**config.mk**
```make
export PLATFORM = sky130hd
export DESIGN_NAME = raw_byte_stream_to_rgba_unpacker_core
export DESIGN_NICKNAME = d
export VERILOG_FILES = /design/src/sv/rgbaunp_pkg.sv /design/src/sv/rgbaunp_convert.sv /design/src/sv/rgbaunp_framer.sv /design/src/sv/raw_byte_stream_to_rgba_unpacker_core.sv
export SDC_FILE = /design/constraint.sdc
export NUM_CORES = 1
export LEC_CHECK = 0
export BUFFER_PORTS_ARGS = -buffer_cell sky130_fd_sc_hd__buf_4
export CAP_MARGIN = 10
export CORE_UTILIZATION = 45
export CTS_BUF_LIST = sky130_fd_sc_hd__clkbuf_4
export CTS_CLUSTER_SIZE = 28
export DETAILED_ROUTE_END_ITERATION = 12
export PLACE_DENSITY = 0.62
export SETUP_SLACK_MARGIN = 0.15
export SKIP_CTS_REPAIR_TIMING = 1
export SLEW_MARGIN = 10
export SYNTH_ARGS = -nofsm -noshare
export SYNTH_HDL_FRONTEND = slang
export SYNTH_SLANG_ARGS = --single-unit
```
**constraint.sdc**
```tcl
create_clock -name clk -period 11.3 [get_ports clk]
set_input_delay 1.13 -clock clk [delete_from_list [all_inputs] [get_ports clk]]
set_output_delay 1.13 -clock clk [all_outputs]
set_load 0.01 [all_outputs]
```
**src/sv/rgbaunp_pkg.sv**
```systemverilog
// Shared types and constants for the raw byte stream to RGBA unpacker.
// No dependencies; imported by every module of the block.
package rgbaunp_pkg;

	// Geometry limits, used as defaults for the top-level parameters
	localparam int DEF_MAX_PIXELS_PER_LINE = 4096;
	localparam int DEF_MAX_LINES           = 4096;
	// Larger pixel sizes are clamped to this many bytes
	localparam int MAX_PIXEL_BYTES         = 16;

	// Common compare width for geometry, holds any limit up to 65536
	localparam int GEO_W     = 17;
	// Byte-in-pixel counter width, holds data plus padding bytes
	localparam int BIP_W     = 9;
	localparam int CFG_IDX_W = 3;
	localparam int CFG_DAT_W = 32;

	// Configuration register indexes
	localparam logic [CFG_IDX_W-1:0] REG_BYTES_PER_PIXEL  = 3'd0;
	localparam logic [CFG_IDX_W-1:0] REG_PIXEL_SKIP_BYTES = 3'd1;
	localparam logic [CFG_IDX_W-1:0] REG_LINE_SKIP_BYTES  = 3'd2;
	localparam logic [CFG_IDX_W-1:0] REG_PIXELS_PER_LINE  = 3'd3;
	localparam logic [CFG_IDX_W-1:0] REG_LINE_COUNT       = 3'd4;
	localparam logic [CFG_IDX_W-1:0] REG_START_OFFSET     = 3'd5;
	localparam logic [CFG_IDX_W-1:0] REG_LITTLE_ENDIAN    = 3'd6;

	typedef enum logic [1:0] {
		PH_OFFSET,
		PH_PIXEL,
		PH_LINESKIP,
		PH_DONE
	} phase_t;

	typedef struct packed {
		logic [4:0]  bytes_per_pixel;
		logic [7:0]  pixel_skip_bytes;
		logic [15:0] line_skip_bytes;
		logic [12:0] pixels_per_line;
		logic [12:0] line_count;
		logic [31:0] start_offset;
		logic        little_endian;
	} cfg_t;

	// Framer result for one byte
	typedef struct packed {
		logic        emit;
		logic        last_col;
		logic        last_line;
		logic [11:0] column;
		logic [11:0] row;
		logic [31:0] assembly;
		logic [4:0]  bpp;
	} pix_t;

endpackage

```
**src/sv/rgbaunp_convert.sv**
```systemverilog
// Pixel format conversion: assembled pixel bytes to RGBA8888.
// Depends on rgbaunp_pkg.
module rgbaunp_convert import rgbaunp_pkg::*; (
	input  logic [31:0] assembly,
	input  logic [4:0]  bpp,
	input  logic        little_endian,
	output logic [7:0]  red,
	output logic [7:0]  green,
	output logic [7:0]  blue,
	output logic [7:0]  alpha
);

	logic [7:0] pb [4];

	// byte j of the pixel, with optional order reversal
	always_comb begin
		logic [1:0] idx;
		for (int j = 0; j < 4; j++) begin
			idx = little_endian ? 2'(bpp - 5'd1 - 5'(j)) : 2'(j);
			pb[j] = assembly[8*idx +: 8];
		end
	end

	always_comb begin
		red   = 8'd0;
		green = 8'd0;
		blue  = 8'd0;
		alpha = 8'd255;
		unique case (bpp)
			5'd1: begin
				red   = pb[0];
				green = pb[0];
				blue  = pb[0];
			end
			5'd2: begin
				// RGB555, each channel scaled by 8
				red   = {pb[0][7:3], 3'b000};
				green = {pb[0][2:0], pb[1][7:6], 3'b000};
				blue  = {pb[1][5:1], 3'b000};
			end
			5'd3: begin
				red   = pb[0];
				green = pb[1];
				blue  = pb[2];
			end
			5'd4: begin
				red   = pb[0];
				green = pb[1];
				blue  = pb[2];
				alpha = pb[3];
			end
			default: begin
				// unsupported sizes: opaque black
				alpha = 8'd255;
			end
		endcase
	end

endmodule

```
**src/sv/rgbaunp_framer.sv**
```systemverilog
// Framing state: offset skip, pixel/line counters, padding and byte assembly.
// Depends on rgbaunp_pkg.
module rgbaunp_framer import rgbaunp_pkg::*; #(
	parameter int MAX_PIXELS_PER_LINE = DEF_MAX_PIXELS_PER_LINE,
	parameter int MAX_LINES           = DEF_MAX_LINES
) (
	input  logic       clk,
	input  logic       arst_n,
	input  logic       advance,
	input  logic [7:0] byte_value,
	input  logic       frame_start,
	input  cfg_t       cfg,
	output pix_t       pix
);

	localparam int COL_W = $clog2(MAX_PIXELS_PER_LINE + 1);
	localparam int LN_W  = $clog2(MAX_LINES + 1);
	localparam logic [GEO_W-1:0] PPL_MAX = GEO_W'(MAX_PIXELS_PER_LINE);
	localparam logic [GEO_W-1:0] NL_MAX  = GEO_W'(MAX_LINES);

	phase_t             phase_q, phase_n;
	logic [31:0]        off_q, off_n;
	logic [BIP_W-1:0]   bip_q, bip_n;
	logic [31:0]        asm_q, asm_n;
	logic [COL_W-1:0]   col_q, col_n;
	logic [LN_W-1:0]    line_q, line_n;
	logic [15:0]        ls_q, ls_n;

	always_comb begin
		phase_t           ph_c;
		logic [31:0]      off_c, asm_c, asm_upd;
		logic [BIP_W-1:0] bip_c, bip1, limit;
		logic [COL_W-1:0] col_c;
		logic [LN_W-1:0]  line_c;
		logic [15:0]      ls_c, ls1;
		logic [4:0]       bpp;
		logic [GEO_W-1:0] ppl, nl, ppl_raw, nl_raw;
		logic             go_pixel, end_line, last_col, last_line;

		// frame_start restarts everything before this byte is handled
		ph_c   = frame_start ? PH_OFFSET : phase_q;
		off_c  = frame_start ? 32'd0 : off_q;
		bip_c  = frame_start ? '0 : bip_q;
		asm_c  = frame_start ? 32'd0 : asm_q;
		col_c  = frame_start ? '0 : col_q;
		line_c = frame_start ? '0 : line_q;
		ls_c   = frame_start ? 16'd0 : ls_q;

		bpp = (cfg.bytes_per_pixel > 5'(MAX_PIXEL_BYTES)) ? 5'(MAX_PIXEL_BYTES)
			: cfg.bytes_per_pixel;

		ppl_raw = GEO_W'(cfg.pixels_per_line);
		nl_raw  = GEO_W'(cfg.line_count);
		ppl = (ppl_raw == '0) ? GEO_W'(1) : ((ppl_raw > PPL_MAX) ? PPL_MAX : ppl_raw);
		nl  = (nl_raw == '0) ? GEO_W'(1) : ((nl_raw > NL_MAX) ? NL_MAX : nl_raw);

		last_col  = (GEO_W'(col_c) + GEO_W'(1)) >= ppl;
		last_line = (GEO_W'(line_c) + GEO_W'(1)) >= nl;

		phase_n  = ph_c;
		off_n    = off_c;
		bip_n    = bip_c;
		asm_n    = asm_c;
		col_n    = col_c;
		line_n   = line_c;
		ls_n     = ls_c;
		go_pixel = 1'b0;
		end_line = 1'b0;
		ls1      = ls_c + 16'd1;
		bip1     = bip_c + BIP_W'(1);
		limit    = BIP_W'(bpp) + BIP_W'(cfg.pixel_skip_bytes);

		// byte lands in its lane while within the first four data bytes
		asm_upd = asm_c;
		if (bip_c < BIP_W'(4))
			asm_upd[8*bip_c[1:0] +: 8] = byte_value;

		if (bpp != 5'd0) begin
			unique case (ph_c)
				PH_OFFSET: begin
					if (off_c < cfg.start_offset) begin
						off_n = off_c + 32'd1;
					end else begin
						phase_n  = PH_PIXEL;
						go_pixel = 1'b1;
					end
				end
				PH_LINESKIP: begin
					ls_n = ls1;
					if (ls1 >= cfg.line_skip_bytes)
						end_line = 1'b1;
				end
				PH_PIXEL: go_pixel = 1'b1;
				PH_DONE:  go_pixel = 1'b0;
			endcase

			if (go_pixel) begin
				if (bip1 >= limit) begin
					bip_n = '0;
					asm_n = 32'd0;
					if (last_col) begin
						col_n = '0;
						if (last_line)
							phase_n = PH_DONE;
						else if (cfg.line_skip_bytes == 16'd0)
							end_line = 1'b1;
						else begin
							ls_n    = 16'd0;
							phase_n = PH_LINESKIP;
						end
					end else begin
						col_n = col_c + COL_W'(1);
					end
				end else begin
					bip_n = bip1;
					asm_n = asm_upd;
				end
			end

			if (end_line) begin
				ls_n    = 16'd0;
				line_n  = line_c + LN_W'(1);
				phase_n = last_line ? PH_DONE : PH_PIXEL;
			end
		end

		pix.emit      = go_pixel && (bip1 == BIP_W'(bpp));
		pix.last_col  = last_col;
		pix.last_line = last_line;
		pix.column    = 12'(GEO_W'(col_c));
		pix.row       = 12'(GEO_W'(line_c));
		pix.assembly  = asm_upd;
		pix.bpp       = bpp;
	end

	always_ff @(posedge clk or negedge arst_n) begin
		if (!arst_n) begin
			phase_q <= PH_OFFSET;
			off_q   <= 32'd0;
			bip_q   <= '0;
			asm_q   <= 32'd0;
			col_q   <= '0;
			line_q  <= '0;
			ls_q    <= 16'd0;
		end else if (advance) begin
			phase_q <= phase_n;
			off_q   <= off_n;
			bip_q   <= bip_n;
			asm_q   <= asm_n;
			col_q   <= col_n;
			line_q  <= line_n;
			ls_q    <= ls_n;
		end
	end

endmodule

```
**src/sv/raw_byte_stream_to_rgba_unpacker_core.sv**
```systemverilog
// Raw byte stream to RGBA8888 unpacker, top level.
// A byte is registered in stage 1, then its pixel in the output register that drives out_valid.
// Throughput: one byte per cycle while out_ready stays high; a held pixel stalls in_ready.
// Reset (arst_n low, async): registers to defaults, framing to offset skip, both
// pipeline registers empty. Depends on rgbaunp_pkg, rgbaunp_framer, rgbaunp_convert.
module raw_byte_stream_to_rgba_unpacker_core import rgbaunp_pkg::*; #(
	parameter int MAX_PIXELS_PER_LINE = DEF_MAX_PIXELS_PER_LINE,
	parameter int MAX_LINES           = DEF_MAX_LINES
) (
	input  logic                 clk,
	input  logic                 arst_n,
	// configuration write port
	input  logic                 cfg_write,
	input  logic [CFG_IDX_W-1:0] cfg_index,
	input  logic [CFG_DAT_W-1:0] cfg_data,
	// byte input channel
	input  logic                 in_valid,
	output logic                 in_ready,
	input  logic [7:0]           byte_value,
	input  logic                 frame_start,
	// pixel output channel
	output logic                 out_valid,
	input  logic                 out_ready,
	output logic [7:0]           red,
	output logic [7:0]           green,
	output logic [7:0]           blue,
	output logic [7:0]           alpha,
	output logic [11:0]          column,
	output logic [11:0]          row,
	output logic                 end_of_line,
	output logic                 end_of_frame
);

	cfg_t       cfg_q;
	logic       valid_s1;
	logic [7:0] byte_s1;
	logic       start_s1;
	logic       advance;
	logic       out_valid_q;
	pix_t       pix;
	logic [7:0] r_c, g_c, b_c, a_c;

	// Configuration registers; writes must only arrive while the pipe is idle, the block does not enforce this.
	always_ff @(posedge clk or negedge arst_n) begin
		if (!arst_n) begin
			cfg_q.bytes_per_pixel  <= 5'd1;
			cfg_q.pixel_skip_bytes <= 8'd0;
			cfg_q.line_skip_bytes  <= 16'd0;
			cfg_q.pixels_per_line  <= 13'd1;
			cfg_q.line_count       <= 13'd1;
			cfg_q.start_offset     <= 32'd0;
			cfg_q.little_endian    <= 1'b0;
		end else if (cfg_write) begin
			unique case (cfg_index)
				REG_BYTES_PER_PIXEL:  cfg_q.bytes_per_pixel  <= cfg_data[4:0];
				REG_PIXEL_SKIP_BYTES: cfg_q.pixel_skip_bytes <= cfg_data[7:0];
				REG_LINE_SKIP_BYTES:  cfg_q.line_skip_bytes  <= cfg_data[15:0];
				REG_PIXELS_PER_LINE:  cfg_q.pixels_per_line  <= cfg_data[12:0];
				REG_LINE_COUNT:       cfg_q.line_count       <= cfg_data[12:0];
				REG_START_OFFSET:     cfg_q.start_offset     <= cfg_data;
				REG_LITTLE_ENDIAN:    cfg_q.little_endian    <= cfg_data[0];
				default:              cfg_q                  <= cfg_q;
			endcase
		end
	end

	// Stage 1 holds one byte. It moves on (and the framing state steps) once
	// the output register is free or being drained this cycle; a byte that
	// yields no pixel still waits for that, keeping the control simple.
	assign advance  = valid_s1 && (!out_valid_q || out_ready);
	assign in_ready = !valid_s1 || advance;

	always_ff @(posedge clk or negedge arst_n) begin
		if (!arst_n) begin
			valid_s1 <= 1'b0;
		end else if (in_valid && in_ready) begin
			valid_s1 <= 1'b1;
		end else if (advance) begin
			valid_s1 <= 1'b0;
		end
	end

	always_ff @(posedge clk) begin
		if (in_valid && in_ready) begin
			byte_s1  <= byte_value;
			start_s1 <= frame_start;
		end
	end

	rgbaunp_framer #(
		.MAX_PIXELS_PER_LINE(MAX_PIXELS_PER_LINE),
		.MAX_LINES          (MAX_LINES)
	) u_framer (
		.clk        (clk),
		.arst_n     (arst_n),
		.advance    (advance),
		.byte_value (byte_s1),
		.frame_start(start_s1),
		.cfg        (cfg_q),
		.pix        (pix)
	);

	rgbaunp_convert u_convert (
		.assembly     (pix.assembly),
		.bpp          (pix.bpp),
		.little_endian(cfg_q.little_endian),
		.red          (r_c),
		.green        (g_c),
		.blue         (b_c),
		.alpha        (a_c)
	);

	// Output register: loaded when stage 1 completes a pixel, holds under stall.
	always_ff @(posedge clk or negedge arst_n) begin
		if (!arst_n) begin
			out_valid_q <= 1'b0;
		end else if (advance && pix.emit) begin
			out_valid_q <= 1'b1;
		end else if (out_ready) begin
			out_valid_q <= 1'b0;
		end
	end

	always_ff @(posedge clk) begin
		if (advance && pix.emit) begin
			red          <= r_c;
			green        <= g_c;
			blue         <= b_c;
			alpha        <= a_c;
			column       <= pix.column;
			row          <= pix.row;
			end_of_line  <= pix.last_col;
			end_of_frame <= pix.last_col && pix.last_line;
		end
	end

	assign out_valid = out_valid_q;

endmodule
```
### Word level (Yosys, flattened, before mapping)

Index checks and enable logic that the tools add are counted.

| operators by class | value |
|---|---|
| $add $sub $neg | 13 |
| multipliers | 0 |
| div/mod/pow operators | 0 |
| $lt $le $gt $ge | 9 |
| eq/ne operators | 13 |
| shifts and indexed selects | 6 |
| multiplexer cells | 70 |
| bitwise logic cells | 0 |
| reductions and logical operators | 26 |

Operator list:

| kind | number |
|---|---|
| $mux 32 | 9 |
| $mux 16 | 9 |
| $mux 13 | 10 |
| $shiftx 32x6->8 | 4 |
| $pmux 8 s3 | 2 |
| $mux 9 | 4 |
| $ge 17x17->1 | 2 |
| $mux 17 | 2 |
| $neg 5->34 | 1 |
| $shift 8x34->32 const A | 1 |
| $shiftx 8x34->32 | 1 |
| $add 32x1->32 const B | 1 |
| $bwmux 32 | 1 |
| $lt 32x32->1 | 1 |
| $mux 2 | 15 |
| $add 13x1->14 const B | 2 |
| $add 13x1->13 const B | 2 |
| $gt 13x13->1 const B | 2 |
| $logic_not 13->1 | 2 |
| $add 16x1->16 const B | 1 |
| $ge 16x16->1 | 1 |
| $logic_not 16->1 | 1 |
| $pmux 8 s2 | 1 |
| $mux 1 | 15 |
| 28 further kinds | 47 |

| storage, ports and cells | value |
|---|---|
| bits in registers | 274 |
| bits in latches | 0 |
| bits in writable memories | 0 |
| ROM bits | 0 |
| bits of input ports | 49 |
| output and inout port bits | 60 |
| logic and storage cells | 163 |
| memories | 0 |

### Depth between registers and ports, before layout

Gate-level depths: netlist of run 1.

| logic depth | value |
|---|---|
| depth after elaboration | 13 |
| gate-level depth with buffers | 25 |
| mapped depth without buffers | 18 |

### By module

Synthesis of run 1 repeated with hierarchy kept, for this count alone.

| unflattened totals | value |
|---|---|
| cells, all modules | 1720 |
| area total of the unflattened synthesis | 16975.0 um^2 |

By module, submodules not included:

| module | instances | cells each | area an instance (um^2) | seq. area each (um^2) |
|---|---|---|---|---|
| rgbaunp_framer | 1 | 1236 | 10000.8 | 2927.8 |
| raw_byte_stream_to_rgba_unpacker_core | 1 | 269 | 5455.2 | 4267.8 |
| rgbaunp_convert | 1 | 215 | 1519.0 | 0.0 |

### Least setup slack after synthesis of run 1

No wires, ideal clock.

| timing path | value |
|---|---|
| kind | reg-to-reg |
| start point | register start_s1 |
| end point | register u_framer.line_q[11] |
| library setup time | 0.121 ns |
| arrival time | 5.598 ns |
| data required time | 11.179 ns |
| slack | 5.581 ns |
| cell stages (with the launch flop) | 26 |
| path buffers | 7 |
| period minus slack after synthesis | 5.719 ns |
| cell sequence | edfxtp_1 -> buf_2 -> buf_2 -> buf_2 -> buf_2 -> clkbuf_1 -> clkbuf_1 -> nor2b_1 -> ha_1 -> nand4_1 -> nor3b_1 -> nand3_1 -> nor2_1 -> nand3_1 -> xor2_1 -> nor2_1 -> ha_1 -> nand3_1 -> or2_2 -> a221oi_1 -> nor3_4 -> nor4b_4 -> a31oi_1 -> a21o_1 -> buf_2 -> a22o_1 |

RTL lines:

| what | line | text |
|---|---|---|
| start, declared | raw_byte_stream_to_rgba_unpacker_core.sv:37 | `logic start_s1;` |
| start signal, assigned | raw_byte_stream_to_rgba_unpacker_core.sv:86 | `start_s1 <= frame_start;` |
| end signal, assigned | rgbaunp_framer.sv:151 | `line_q <= line_n;` |
| end, declared | rgbaunp_framer.sv:26 | `logic [LN_W-1:0] line_q, line_n;` |

==> results.json, run 1 <==
{
  "hold_path_class": "primary input to async pin",
  "initial_core_util_pct": 45.8,
  "cap_viol_max_count": 0,
  "port_buffers": 108,
  "synth_flop_cell": "dfrtp_1",
  "arrival_ps": 6510,
  "slew_headroom_pct": 17.4,
  "die_h_microns": 190,
  "antenna_found_initial": 1,
  "placed_area_sq_um": 17100,
  "grt.overflow.total": 0,
  "grt_max_degree": 82,
  "grt_use_total_pct": 23.4,
  "layout_commonest_cell": "dfrtp_1",
  "synth_fp_nets": 1734,
  "synth_edf_count": 67,
  "cp-start-kind": "flip-flop",
  "setup_viol": 0,
  "cp-end-kind": "flip-flop",
  "clk_pin_slew_ps": 70,
  "htree_levels": 3,
  "placementRows": 68,
  "drt.antenna.violating_nets": 0,
  "grt_pass1_wl_mm": 66.1,
  "dp_slack_ps": 5460,
  "syn_avg_cell_area_sq_um": 10.0,
  "power_leakage_nw": 8.06,
  "path_max_fanout": 58,
  "finalSetupTns_ps": 0,
  "slew_violations": 0,
  "io_pins": 109,
  "via_per_inst": 5.71,
  "drive_above_1_share_pct": 19.0,
  "vdd_drop_max_mv": 0.0730,
  "cts_root_buffer": "clkbuf_4",
  "firstDrtPassIters": 6,
  "finClkSkew_ps": 65.4,
  "finalInstanceArea_sq_um": 18100,
  "clock_latency_ps": 750,
  "drc": 0,
  "gp_congestion": 0.901,
  "wl_per_cell_microns": 18.5,
  "worstSetupPathType": "flip-flop to flip-flop",
  "max_freq_ghz": 0.170,
  "synthToLayoutAreaGrowth_pct": 14.1,
  "synth_warnings": 0,
  "synth_area_sq_um": 15800,
  "fin_nets": 1875,
  "rsz0062_at_grt": "no",
  "synthCells": 1584,
  "ys_seq_area_share_pct": 45.4,
  "path_cells": "buf_4 > nor2b_1 > ha_1 > nand4_1 > nor3b_1 > nand3_1 > nor2_1 > nand3_1 > xor2_1 > nor2_1 > ha_1 > nand3_1 > or2_2 > a221oi_1 > nor3_4 > nor4b_4 > a31oi_1 > nor2_1 > a22o_1",
  "fin_ws_ps": 5420,
  "ys_ff_latch": 274,
  "worst_pin_slew_ps": 1230,
  "die_area_sq_um": 35900,
  "crit_buf_inv": 1,
  "synthArstFlopShare_pct": 75.5,
  "cp.required_ps": 11930,
  "pwr_density_cell_nw_per_um2": 150,
  "synth_cell_types": 71,
  "fin_crit_ps": 5880,
  "hpwl_mm": 29.3,
  "core-area_sq_um": 34500,
  "critPathSlowestCell": "nor2_1",
  "cpPeakStageDelay_ps": 780,
  "status": "finished clean",
  "hold_viol": 0,
  "mostFrequentLayoutCells": "dfrtp_1 (204), nand2_1 (199), buf_4 (123)",
  "die_w_microns": 190,
  "grt_pass1_vias": 12500,
  "cts_max_path_buffers": 3,
  "clock-sinks": 274,
  "cts_made_buffers": 78,
  "cp_top_family": "simple AND/OR/NAND/NOR gates",
  "routed_wl_mm": 41.3,
  "vias": 12800,
  "drt_first_iter_violations": 899,
  "min_period_over_period_pct": 52.0,
  "p_total_mw": 2.70,
  "cts_tree": "yes"
}
synth_stat cells, drive strengths merged (3+ instances only):
| library cell | count | area [sq um] |
|---|---|---|
| o21a | 3 | 22.5 |
| nor3b | 4 | 30.0 |
| nand2b | 12 | 75.1 |
| nand2 | 199 | 747 |
| o31ai | 3 | 22.5 |
| clkbuf | 50 | 188 |
| nand4 | 32 | 200 |
| and4 | 8 | 70.1 |
| and3 | 17 | 106 |
| o21ai | 93 | 465 |
| a31oi | 6 | 37.5 |
| dfrtp | 204 | 5100 |
| o22ai | 5 | 31.3 |
| nor3 | 26 | 141 |
| nor2b | 68 | 428 |
| nor4 | 19 | 161 |
| or3 | 4 | 25.0 |
| a221oi | 4 | 35.0 |
| nand4b | 5 | 43.8 |
| a21oi | 81 | 405 |
| edfxtp | 67 | 2010 |
| nand3b | 3 | 22.5 |
| a22oi | 51 | 383 |
| nor2 | 82 | 308 |
| a211o | 4 | 35.0 |
| mux2 | 72 | 811 |
| o211ai | 12 | 90.1 |
| nand3 | 53 | 265 |
| a22o | 40 | 350 |
| mux2i | 34 | 340 |
| xor2 | 51 | 447 |
| a21o | 13 | 97.6 |
| ha | 100 | 1250 |
| dfstp | 3 | 78.8 |
| or2 | 5 | 31.3 |
| and2 | 10 | 62.6 |
| buf | 13 | 61.3 |
| o221ai | 3 | 26.3 |
| a221o | 3 | 30.0 |
| xnor2 | 30 | 263 |
| inv | 64 | 240 |
logic make-up after synthesis:
logic type | share of synthesized area, %
buf+inv | 3.09
mux | 7.27
fa+ha+maj | 8.09
flops | 45.4
simple gates | 17.6
xor+xnor | 4.48
compound gates | 14.0
worst paths after layout:
check,from,endpoint,slack [ps],cells after the start
max in group asynchronous,arst_n,cfg_q[76],8690,3
hold reg to reg,u_framer.asm_q[2],u_framer.asm_q[2],480,2
min in group clk,u_framer.asm_q[2],u_framer.asm_q[2],480,2
hold / removal,arst_n,cfg_q[16],450,1
setup / recovery,start_s1,u_framer.line_q[2],5420,19
setup reg to reg,start_s1,u_framer.line_q[2],5420,19
power breakdown:
group / switching (mW) / leakage, nW / total (mW) / internal [mW]
clock: 0.425 / 0.572 / 0.892 / 0.467
combinational: 0.389 / 4.14 / 0.631 / 0.242
sequential: 0.0708 / 3.35 / 1.18 / 1.11
total: 0.886 / 8.06 / 2.70 / 1.82
worst reg2reg max path, delay by kind of cell (launching register included):
kind	cells	cell delay, ps
AOI/OAI and AO/OA	3	850
xor gates and xnor gates	1	140
adders and majority gates	2	630
buffers and inverters	1	310
DFF	1	350
and+or+nand+nor	12	3500
cell type report:
cell class / count / area, sq um
fill: 3270 / 16500
multi-input combinational: 1183 / 8170
sequential: 274 / 7200
timing repair buffer: 124 / 937
clock buffer: 116 / 871
tap: 455 / 569
inverter: 64 / 240
clock inverter: 19 / 77.6
antenna: 1 / 2.50
sequential cells by signal, summed over array words and instances, names as in the netlist, 2 cells and up:
register / count
row: 12
byte_s1: 8
u_framer.phase_q: 2
u_framer.bip_q: 9
u_framer.line_q: 13
cfg_q: 88
u_framer.col_q: 13
red: 8
u_framer.off_q: 32
green: 8
alpha: 8
u_framer.ls_q: 16
blue: 8
column: 12
u_framer.asm_q: 32
through the flow:
stage	std cells	hold WS [ps]	utilization, %
5_1_grt	2236	455	52.3
3_3_place_gp	2100	464	49.5
2_1_floorplan	1584	450	-
6_report	2236	447	52.3
3_5_place_dp	2100	472	49.5
4_1_cts	2235	405	52.3
layer usage:
| metal | track usage, % | routed length (microns) | vias to the layer above |
|---|---|---|---|
| met3 | 4.98 | 2730 | 71 |
| met2 | 35.5 | 18400 | 411 |
| li1 | - | - | 6074 |
| met5 | 1.51 | 78 | - |
| met1 | 32.7 | 19200 | 6204 |
| met4 | 8.81 | 909 | 2 |
Power figures use the tool's default switching activity.
==> run 2: changes to the inputs <==
--- a/config.mk
+++ b/config.mk
@@ -5,13 +5,14 @@
 export SDC_FILE = /design/constraint.sdc
 export NUM_CORES = 1
 export LEC_CHECK = 0
+export ABC_AREA = 1
 export BUFFER_PORTS_ARGS = -buffer_cell sky130_fd_sc_hd__buf_4
 export CAP_MARGIN = 10
 export CORE_UTILIZATION = 45
 export CTS_BUF_LIST = sky130_fd_sc_hd__clkbuf_4
 export CTS_CLUSTER_SIZE = 28
 export DETAILED_ROUTE_END_ITERATION = 12
-export PLACE_DENSITY = 0.62
+export PLACE_DENSITY = 0.64
 export SETUP_SLACK_MARGIN = 0.15
 export SKIP_CTS_REPAIR_TIMING = 1
 export SLEW_MARGIN = 10
==> constraint.sdc (replaced) <==
create_clock -name clk -period 5.13 [get_ports clk]
set_input_delay 0.513 -clock clk [delete_from_list [all_inputs] [get_ports clk]]
set_output_delay 0.513 -clock clk [all_outputs]
set_load 0.01 [all_outputs]
==> results.json, run 2 <==
{
  "hold_viol": 2,
  "dp_slack_ps": 598,
  "antenna_found_initial": 1,
  "worst_pin_slew_ps": 1170,
  "gp_congestion": 0.907,
  "path_cells": "buf_4 > buf_4 > nor2_1 > ha_1 > nand3_1 > nor3_2 > nand3_1 > nor2_1 > xor2_1 > ha_1 > a21oi_1 > o21bai_1 > a31oi_1 > nand2_1 > nor3_2 > nand4_4 > nand2_4 > nand3_4 > clkinv_2 > nand2_1 > nand2_1",
  "slew_violations": 0,
  "top_register": "cfg_q",
  "pwr_density_cell_nw_per_um2": 362,
  "synthToLayoutAreaGrowth_pct": 13.2,
  "layout_commonest_cell": "nand2_1",
  "synth_area_sq_um": 18100,
  "yosysMostFrequentCell": "nand2_1",
  "violations": "hold timing",
  "synth_top_cell_by_area": "dfrtp_1",
  "max_freq_ghz": 0.219,
  "clk_pin_slew_ps": 70,
  "synth_edf_count": 67,
  "rsz0062_at_grt": "no",
  "port_buffers": 108,
  "min_delay_path_depth": 3,
  "fill_cells": 3905,
  "hpwl_mm": 36.0,
  "vdd_drop_max_mv": 0.194,
  "path_max_fanout": 19,
  "synthArstFlopShare_pct": 75.5,
  "fin_crit_ps": 4560,
  "synth_commonest_cells": "nand2_1 (549), inv_1 (285), nor2_1 (255), o21ai_0 (222), dfrtp_1 (204)",
  "via_per_inst": 5.24,
  "r2r_cells": 21,
  "grt_use_total_pct": 24.8,
  "synth_fp_nets": 2538,
  "p_total_mw": 7.43,
  "core-area_sq_um": 39700,
  "wl_per_cell_microns": 16.1,
  "mostFrequentLayoutCells": "nand2_1 (548), inv_1 (284), nor2_1 (254)",
  "crit_top_cell": "nand2_1",
  "cpPeakStageDelay_ps": 520,
  "firstDrtPassIters": 5,
  "hold-worst-slack_ps": -9.93,
  "cts_root_buffer": "clkbuf_4",
  "initial_core_util_pct": 45.6,
  "grt_pass1_wl_mm": 81.2,
  "clock-sinks": 274,
  "setup_viol": 0,
  "synth_cell_types": 59,
  "ys_seq_area_share_pct": 39.7,
  "die_area_sq_um": 41100,
  "drive_above_1_share_pct": 15.7,
  "synthCells": 2388,
  "cp-end-kind": "flip-flop",
  "syn_avg_cell_area_sq_um": 7.59,
  "cts_made_buffers": 78,
  "placementRows": 73,
  "finalSetupTns_ps": 0,
  "power_leakage_nw": 10.0,
  "cp.required_ps": 5820,
  "drt_first_iter_violations": 1003,
  "fin_ws_ps": 566,
  "htree_levels": 3,
  "cp-start-kind": "flip-flop",
  "top_regs": "cfg_q (88), u_framer.asm_q (32), u_framer.off_q (32)",
  "drt.antenna.violating_nets": 0,
  "synth_flop_cell": "dfrtp_1",
  "ys_ff_latch": 274,
  "synth_top_area_share_pct": 28.2,
  "status": "complete, but fails checks",
  "synth_warnings": 0,
  "io_pins": 109,
  "cts_tree": "yes",
  "drc": 0,
  "worstSetupPathType": "flip-flop to flip-flop",
  "clock_latency_ps": 780,
  "die_h_microns": 203,
  "grt_pass1_vias": 16000,
  "finClkSkew_ps": 44.1,
  "grt_max_degree": 95,
  "fin_nets": 2678,
  "cts_max_path_buffers": 3,
  "slew_headroom_pct": 21.8,
  "arrival_ps": 5250,
  "grt.overflow.total": 0,
  "min_period_over_period_pct": 89.0,
  "cap_viol_max_count": 0,
  "largest_reg_flops": 88,
  "routed_wl_mm": 50.2,
  "hold_path_class": "primary input to flip-flop",
  "vias": 16300,
  "die_w_microns": 203,
  "synth.area.top_cells": "dfrtp_1 (28%), nand2_1 (11%), edfxtp_1 (11%)",
  "critPathSlowestCell": "edfxtp_1"
}
==> run 2: changes by cell type in the layout (fill, tap and decap cells not counted), moves of 29 or more <==
| cell | change |
|---|---|
| a22o_1 | -40 |
| nor2b_1 | -67 |
| o21ai_1 | +45 |
| inv_1 | +220 |
| nand2_1 | +349 |
| o21ai_0 | +133 |
| mux2i_1 | -32 |
| nor2_1 | +172 |
| nand3_1 | +69 |
| a21oi_1 | +29 |
| a22oi_1 | -44 |
| mux2_2 | -72 |
==> run 2: layout make-up <==
cell class | count | area, sq um | area share, %
multi-input combinational | 1705 | 9260 | 45.2
antenna | 1 | 2.50 | 0.0122
tap | 525 | 657 | 3.20
clock inverter | 28 | 170 | 0.830
timing repair buffer | 150 | 1170 | 5.73
sequential | 274 | 7200 | 35.1
clock buffer | 112 | 841 | 4.10
inverter | 319 | 1200 | 5.86
==> run 2: power breakdown <==
part | switching, mW | internal (mW) | leakage, nW
logic | 1.74 | 0.824 | 6.14
clock network | 1.00 | 1.11 | 0.596
registers | 0.196 | 2.56 | 3.26
==> run 2: worst paths after layout <==
check                                 endpoint               start  slack [ps]
setup / recovery           u_framer.line_q[11]            start_s1         570
hold / removal                       cfg_q[17]        cfg_data[16]         -10
setup reg to reg           u_framer.line_q[11]            start_s1         570
hold reg to reg             u_framer.off_q[15]  u_framer.off_q[15]         480
max in group asynchronous            cfg_q[74]              arst_n        3590
min in group asynchronous    u_framer.col_q[3]              arst_n         370
==> run 2: worst max-delay path, delay by kind of cell, from the launching register on <==
| kind | cells | cell delay (ps) |
|---|---|---|
| simple gates | 12 | 2080 |
| buf+inv | 3 | 720 |
| flops | 1 | 520 |
| fa+ha+maj | 2 | 480 |
| compound gates | 3 | 450 |
| xor+xnor | 1 | 210 |
==> run 2: routing by layer <==
layer | track usage [%] | vias up | wire length [microns]
li1 | - | 8111 | -
met1 | 30.7 | 7668 | 21500
met2 | 42.1 | 439 | 24400
met3 | 3.85 | 112 | 2410
met4 | 12.0 | 0 | 1890
met5 | 0 | - | 0
==> run 2: per-stage QoR <==
step,std cells,cell area (sq um),utilization (%),hold slack [ps]
final,3114,20500,51.6,-9.93
after floorplan,2388,18100,-,217
after detailed placement,2956,19300,48.6,469
after global routing,3114,20500,51.6,-0.799
after global placement,2956,19300,48.6,462
after CTS,3096,20300,51.2,-202
==> run 2: cell families (layout without fill, tap and decap cells) <==
kind of cell	after synthesis	count (layout)	synth area share [%]
AND/OR/NAND/NOR	1090	1090	27.3
AO/OA/AOI/OAI	447	447	13.5
buffers and inverters	409	609	9.18
flip-flops	274	274	39.7
adder cells (fa/ha/maj)	101	101	7.02
XOR/XNOR	65	65	3.14
multiplexers	2	2	0.111
other	0	1	0
==> run 3: changes to the inputs <==
--- a/config.mk
+++ b/config.mk
@@ -8,14 +8,15 @@
 export ABC_AREA = 1
 export BUFFER_PORTS_ARGS = -buffer_cell sky130_fd_sc_hd__buf_4
 export CAP_MARGIN = 10
-export CORE_UTILIZATION = 45
+export CORE_UTILIZATION = 35
 export CTS_BUF_LIST = sky130_fd_sc_hd__clkbuf_4
 export CTS_CLUSTER_SIZE = 28
 export DETAILED_ROUTE_END_ITERATION = 12
-export PLACE_DENSITY = 0.64
+export PLACE_DENSITY = 0.53
 export SETUP_SLACK_MARGIN = 0.15
 export SKIP_CTS_REPAIR_TIMING = 1
 export SLEW_MARGIN = 10
 export SYNTH_ARGS = -nofsm -noshare
 export SYNTH_HDL_FRONTEND = slang
+export SYNTH_HIERARCHICAL = 1
 export SYNTH_SLANG_ARGS = --single-unit
==> results.json, run 3 <==
{
  "status": "finished clean",
  "layout_commonest_cell": "nand2_1",
  "drive_above_1_share_pct": 12.5,
  "vias": 17200,
  "drt_first_iter_violations": 1226,
  "ys_ff_latch": 274,
  "wl_per_cell_microns": 15.9,
  "synthCells": 2524,
  "finalInstanceArea_sq_um": 21400,
  "crit_buf_inv": 3,
  "placed_area_sq_um": 19700,
  "p_int_mw": 4.40,
  "synthArstFlopShare_pct": 75.5,
  "slew_headroom_pct": 31.4,
  "synth_cell_types": 52,
  "synth_flop_cell": "dfrtp_1",
  "die_w_microns": 231,
  "power_switching_mw": 2.73,
  "pwr-share-seq_pct": 37.5,
  "synth_fp_nets": 2674,
  "rsz0062_at_grt": "yes",
  "finClkSkew_ps": 98.9,
  "yosysMostFrequentCell": "nand2_1",
  "arrival_ps": 5290,
  "synthToLayoutAreaGrowth_pct": 16.3,
  "p_clk_share_pct": 31.6,
  "initial_core_util_pct": 35.6,
  "path_max_fanout": 19,
  "syn_avg_cell_area_sq_um": 7.28,
  "drt.antenna.violating_nets": 0,
  "grt_pass1_wl_mm": 88.2,
  "p_comb_share_pct": 30.8,
  "hpwl_mm": 38.9,
  "fin_nets": 2850,
  "hold-worst-slack_ps": 17.4,
  "die_area_sq_um": 53400,
  "placementRows": 83,
  "cts_tree": "yes",
  "ys_seq_area_share_pct": 39.2,
  "fin_crit_ps": 4580,
  "synth_warnings": 6,
  "cp.required_ps": 5840,
  "critPathSlowestCell": "dfstp_2",
  "hold_path_class": "primary input to flip-flop",
  "cp_top_family": "simple AND/OR/NAND/NOR gates",
  "utilization_pct": 41.4,
  "crit_top_cell": "nand2_1",
  "grt_use_total_pct": 20.8,
  "cp-start-kind": "flip-flop",
  "cts_made_buffers": 85,
  "hold_viol": 0,
  "synth_adder_area_share_pct": 6.92,
  "synthSimpleGateAreaFrac_pct": 33.9,
  "die_h_microns": 231,
  "power_leakage_nw": 10.7,
  "synth_commonest_cells": "nand2_1 (775), inv_1 (296), nand3_1 (264), nor2_1 (248), dfrtp_1 (204)",
  "min_period_over_period_pct": 89.3,
  "gp_congestion": 0.875,
  "vdd_drop_max_mv": 0.140,
  "firstDrtPassIters": 5,
  "synth_xor_area_share_pct": 3.10,
  "synth.area.top_cells": "dfrtp_1 (28%), nand2_1 (16%), edfxtp_1 (11%)",
  "antenna_found_initial": 2,
  "largest_reg_flops": 88,
  "synth_area_sq_um": 18400,
  "clock_latency_ps": 890,
  "grt.overflow.total": 0,
  "finalSetupTns_ps": 0,
  "synth_top_cell_by_area": "dfrtp_1",
  "htree_levels": 3,
  "slew_violations": 0,
  "max_freq_ghz": 0.218,
  "cts_max_path_buffers": 3,
  "port_buffers": 108,
  "yosys-mux-area-fraction_pct": 0.0545,
  "synth_top_family_by_area": "simple AND/OR/NAND/NOR gates",
  "core-area_sq_um": 51600,
  "synth_edf_count": 67,
  "synth_compound_area_share_pct": 7.27,
  "mostFrequentLayoutCells": "nand2_1 (773), inv_1 (294), nand3_1 (264)",
  "cpPeakStageDelay_ps": 540,
  "clock-sinks": 274,
  "via_per_inst": 4.97,
  "drc": 0,
  "cts_root_buffer": "clkbuf_4",
  "p_sw_share_pct": 38.3,
  "clk_pin_slew_ps": 60,
  "cap_viol_max_count": 0,
  "grt_pass1_vias": 16600,
  "top_register": "cfg_q",
  "top_regs": "cfg_q (88), u_framer/asm_q (32), u_framer/off_q (32)",
  "pwr_density_cell_nw_per_um2": 334,
  "routed_wl_mm": 54.8,
  "grt_max_degree": 121,
  "io_pins": 109,
  "worst_pin_slew_ps": 1030,
  "setup_viol": 0,
  "synth_top_area_share_pct": 27.8,
  "worstSetupPathType": "flip-flop to flip-flop",
  "cp-end-kind": "flip-flop"
}
## run 3: cell types whose count changed after synthesis, moves of 14 or more
cell      change
nand2_1     +226
nor3_2       -14
o21ai_1      -28
clkbuf_1     -17
a21oi_1      -41
xor2_1       +17
o21ai_0     -125
inv_2        -18
nand3_1     +142
nand2_2      -14
xnor2_1      -17
nand4_1      +22
## run 3: routing by layer
layer / wire length [microns] / vias to the layer above / global-route usage (%) / part of all wire [%]
li1: - / 8589 / - / -
met1: 24500 / 8050 / 26.5 / 45
met2: 26400 / 432 / 35.2 / 48
met3: 2350 / 97 / 3.63 / 4.3
met4: 1560 / 0 / 7.68 / 2.9
met5: 0 / - / 0 / 0
## run 3: kinds of logic (layout without fill, tap and decap cells)
group | count (synthesis) | count (layout)
muxes | 1 | 1
DFF | 274 | 274
xor gates and xnor gates | 65 | 65
other | 0 | 5
AOI/OAI and AO/OA | 240 | 240
buffers and inverters | 411 | 656
adders and majority gates | 101 | 101
and+or+nand+nor | 1432 | 1432
## run 3: per-stage QoR
stage	instances	power (mW)	setup slack, ps
after floorplan	2524	4.24	721
after global placement	3243	4.83	387
after detailed placement	3243	4.87	246
after CTS	3399	7.20	268
after global routing	3454	7.68	143
final	3454	7.13	550
## run 3: power by group through the flow
stage	Sequential, mW	Clock (mW)	Combinational [mW]
after floorplan	2.65	0	1.60
after global placement	2.71	0	2.12
after detailed placement	2.71	0	2.16
after CTS	2.68	2.36	2.16
after global routing	2.70	2.48	2.50
final	2.68	2.26	2.20
## run 3: worst paths after layout
| path | depth (start not counted) | from | end | slack, ps |
|---|---|---|---|---|
| setup / recovery | 25 | cfg_q[83] | u_framer/line_q[11] | 550 |
| hold / removal | 4 | out_ready | out_valid | 20 |
| setup reg to reg | 25 | cfg_q[83] | u_framer/line_q[11] | 550 |
| hold reg to reg | 2 | cfg_q[63] | cfg_q[63] | 470 |
| max in group asynchronous | 3 | arst_n | cfg_q[75] | 3630 |
| min in group asynchronous | 2 | arst_n | u_framer/phase_q[1] | 310 |
## run 3: worst min-delay path, cell delays in order
cell and delay (ps):
buf_4 80, inv_1 40, nand2_1 60, o21ai_0 80
## run 3: final cells by class
| class | count | area, sq um |
|---|---|---|
| Antenna cell | 5 | 12.5 |
| Clock buffer | 122 | 916 |
| Clock inverter | 34 | 203 |
| Fill cell | 5364 | 30200 |
| Inverter | 310 | 1170 |
| Multi-Input combinational cell | 1839 | 9440 |
| Sequential cell | 274 | 7200 |
| Tap cell | 680 | 851 |
| Timing Repair Buffer | 190 | 1590 |
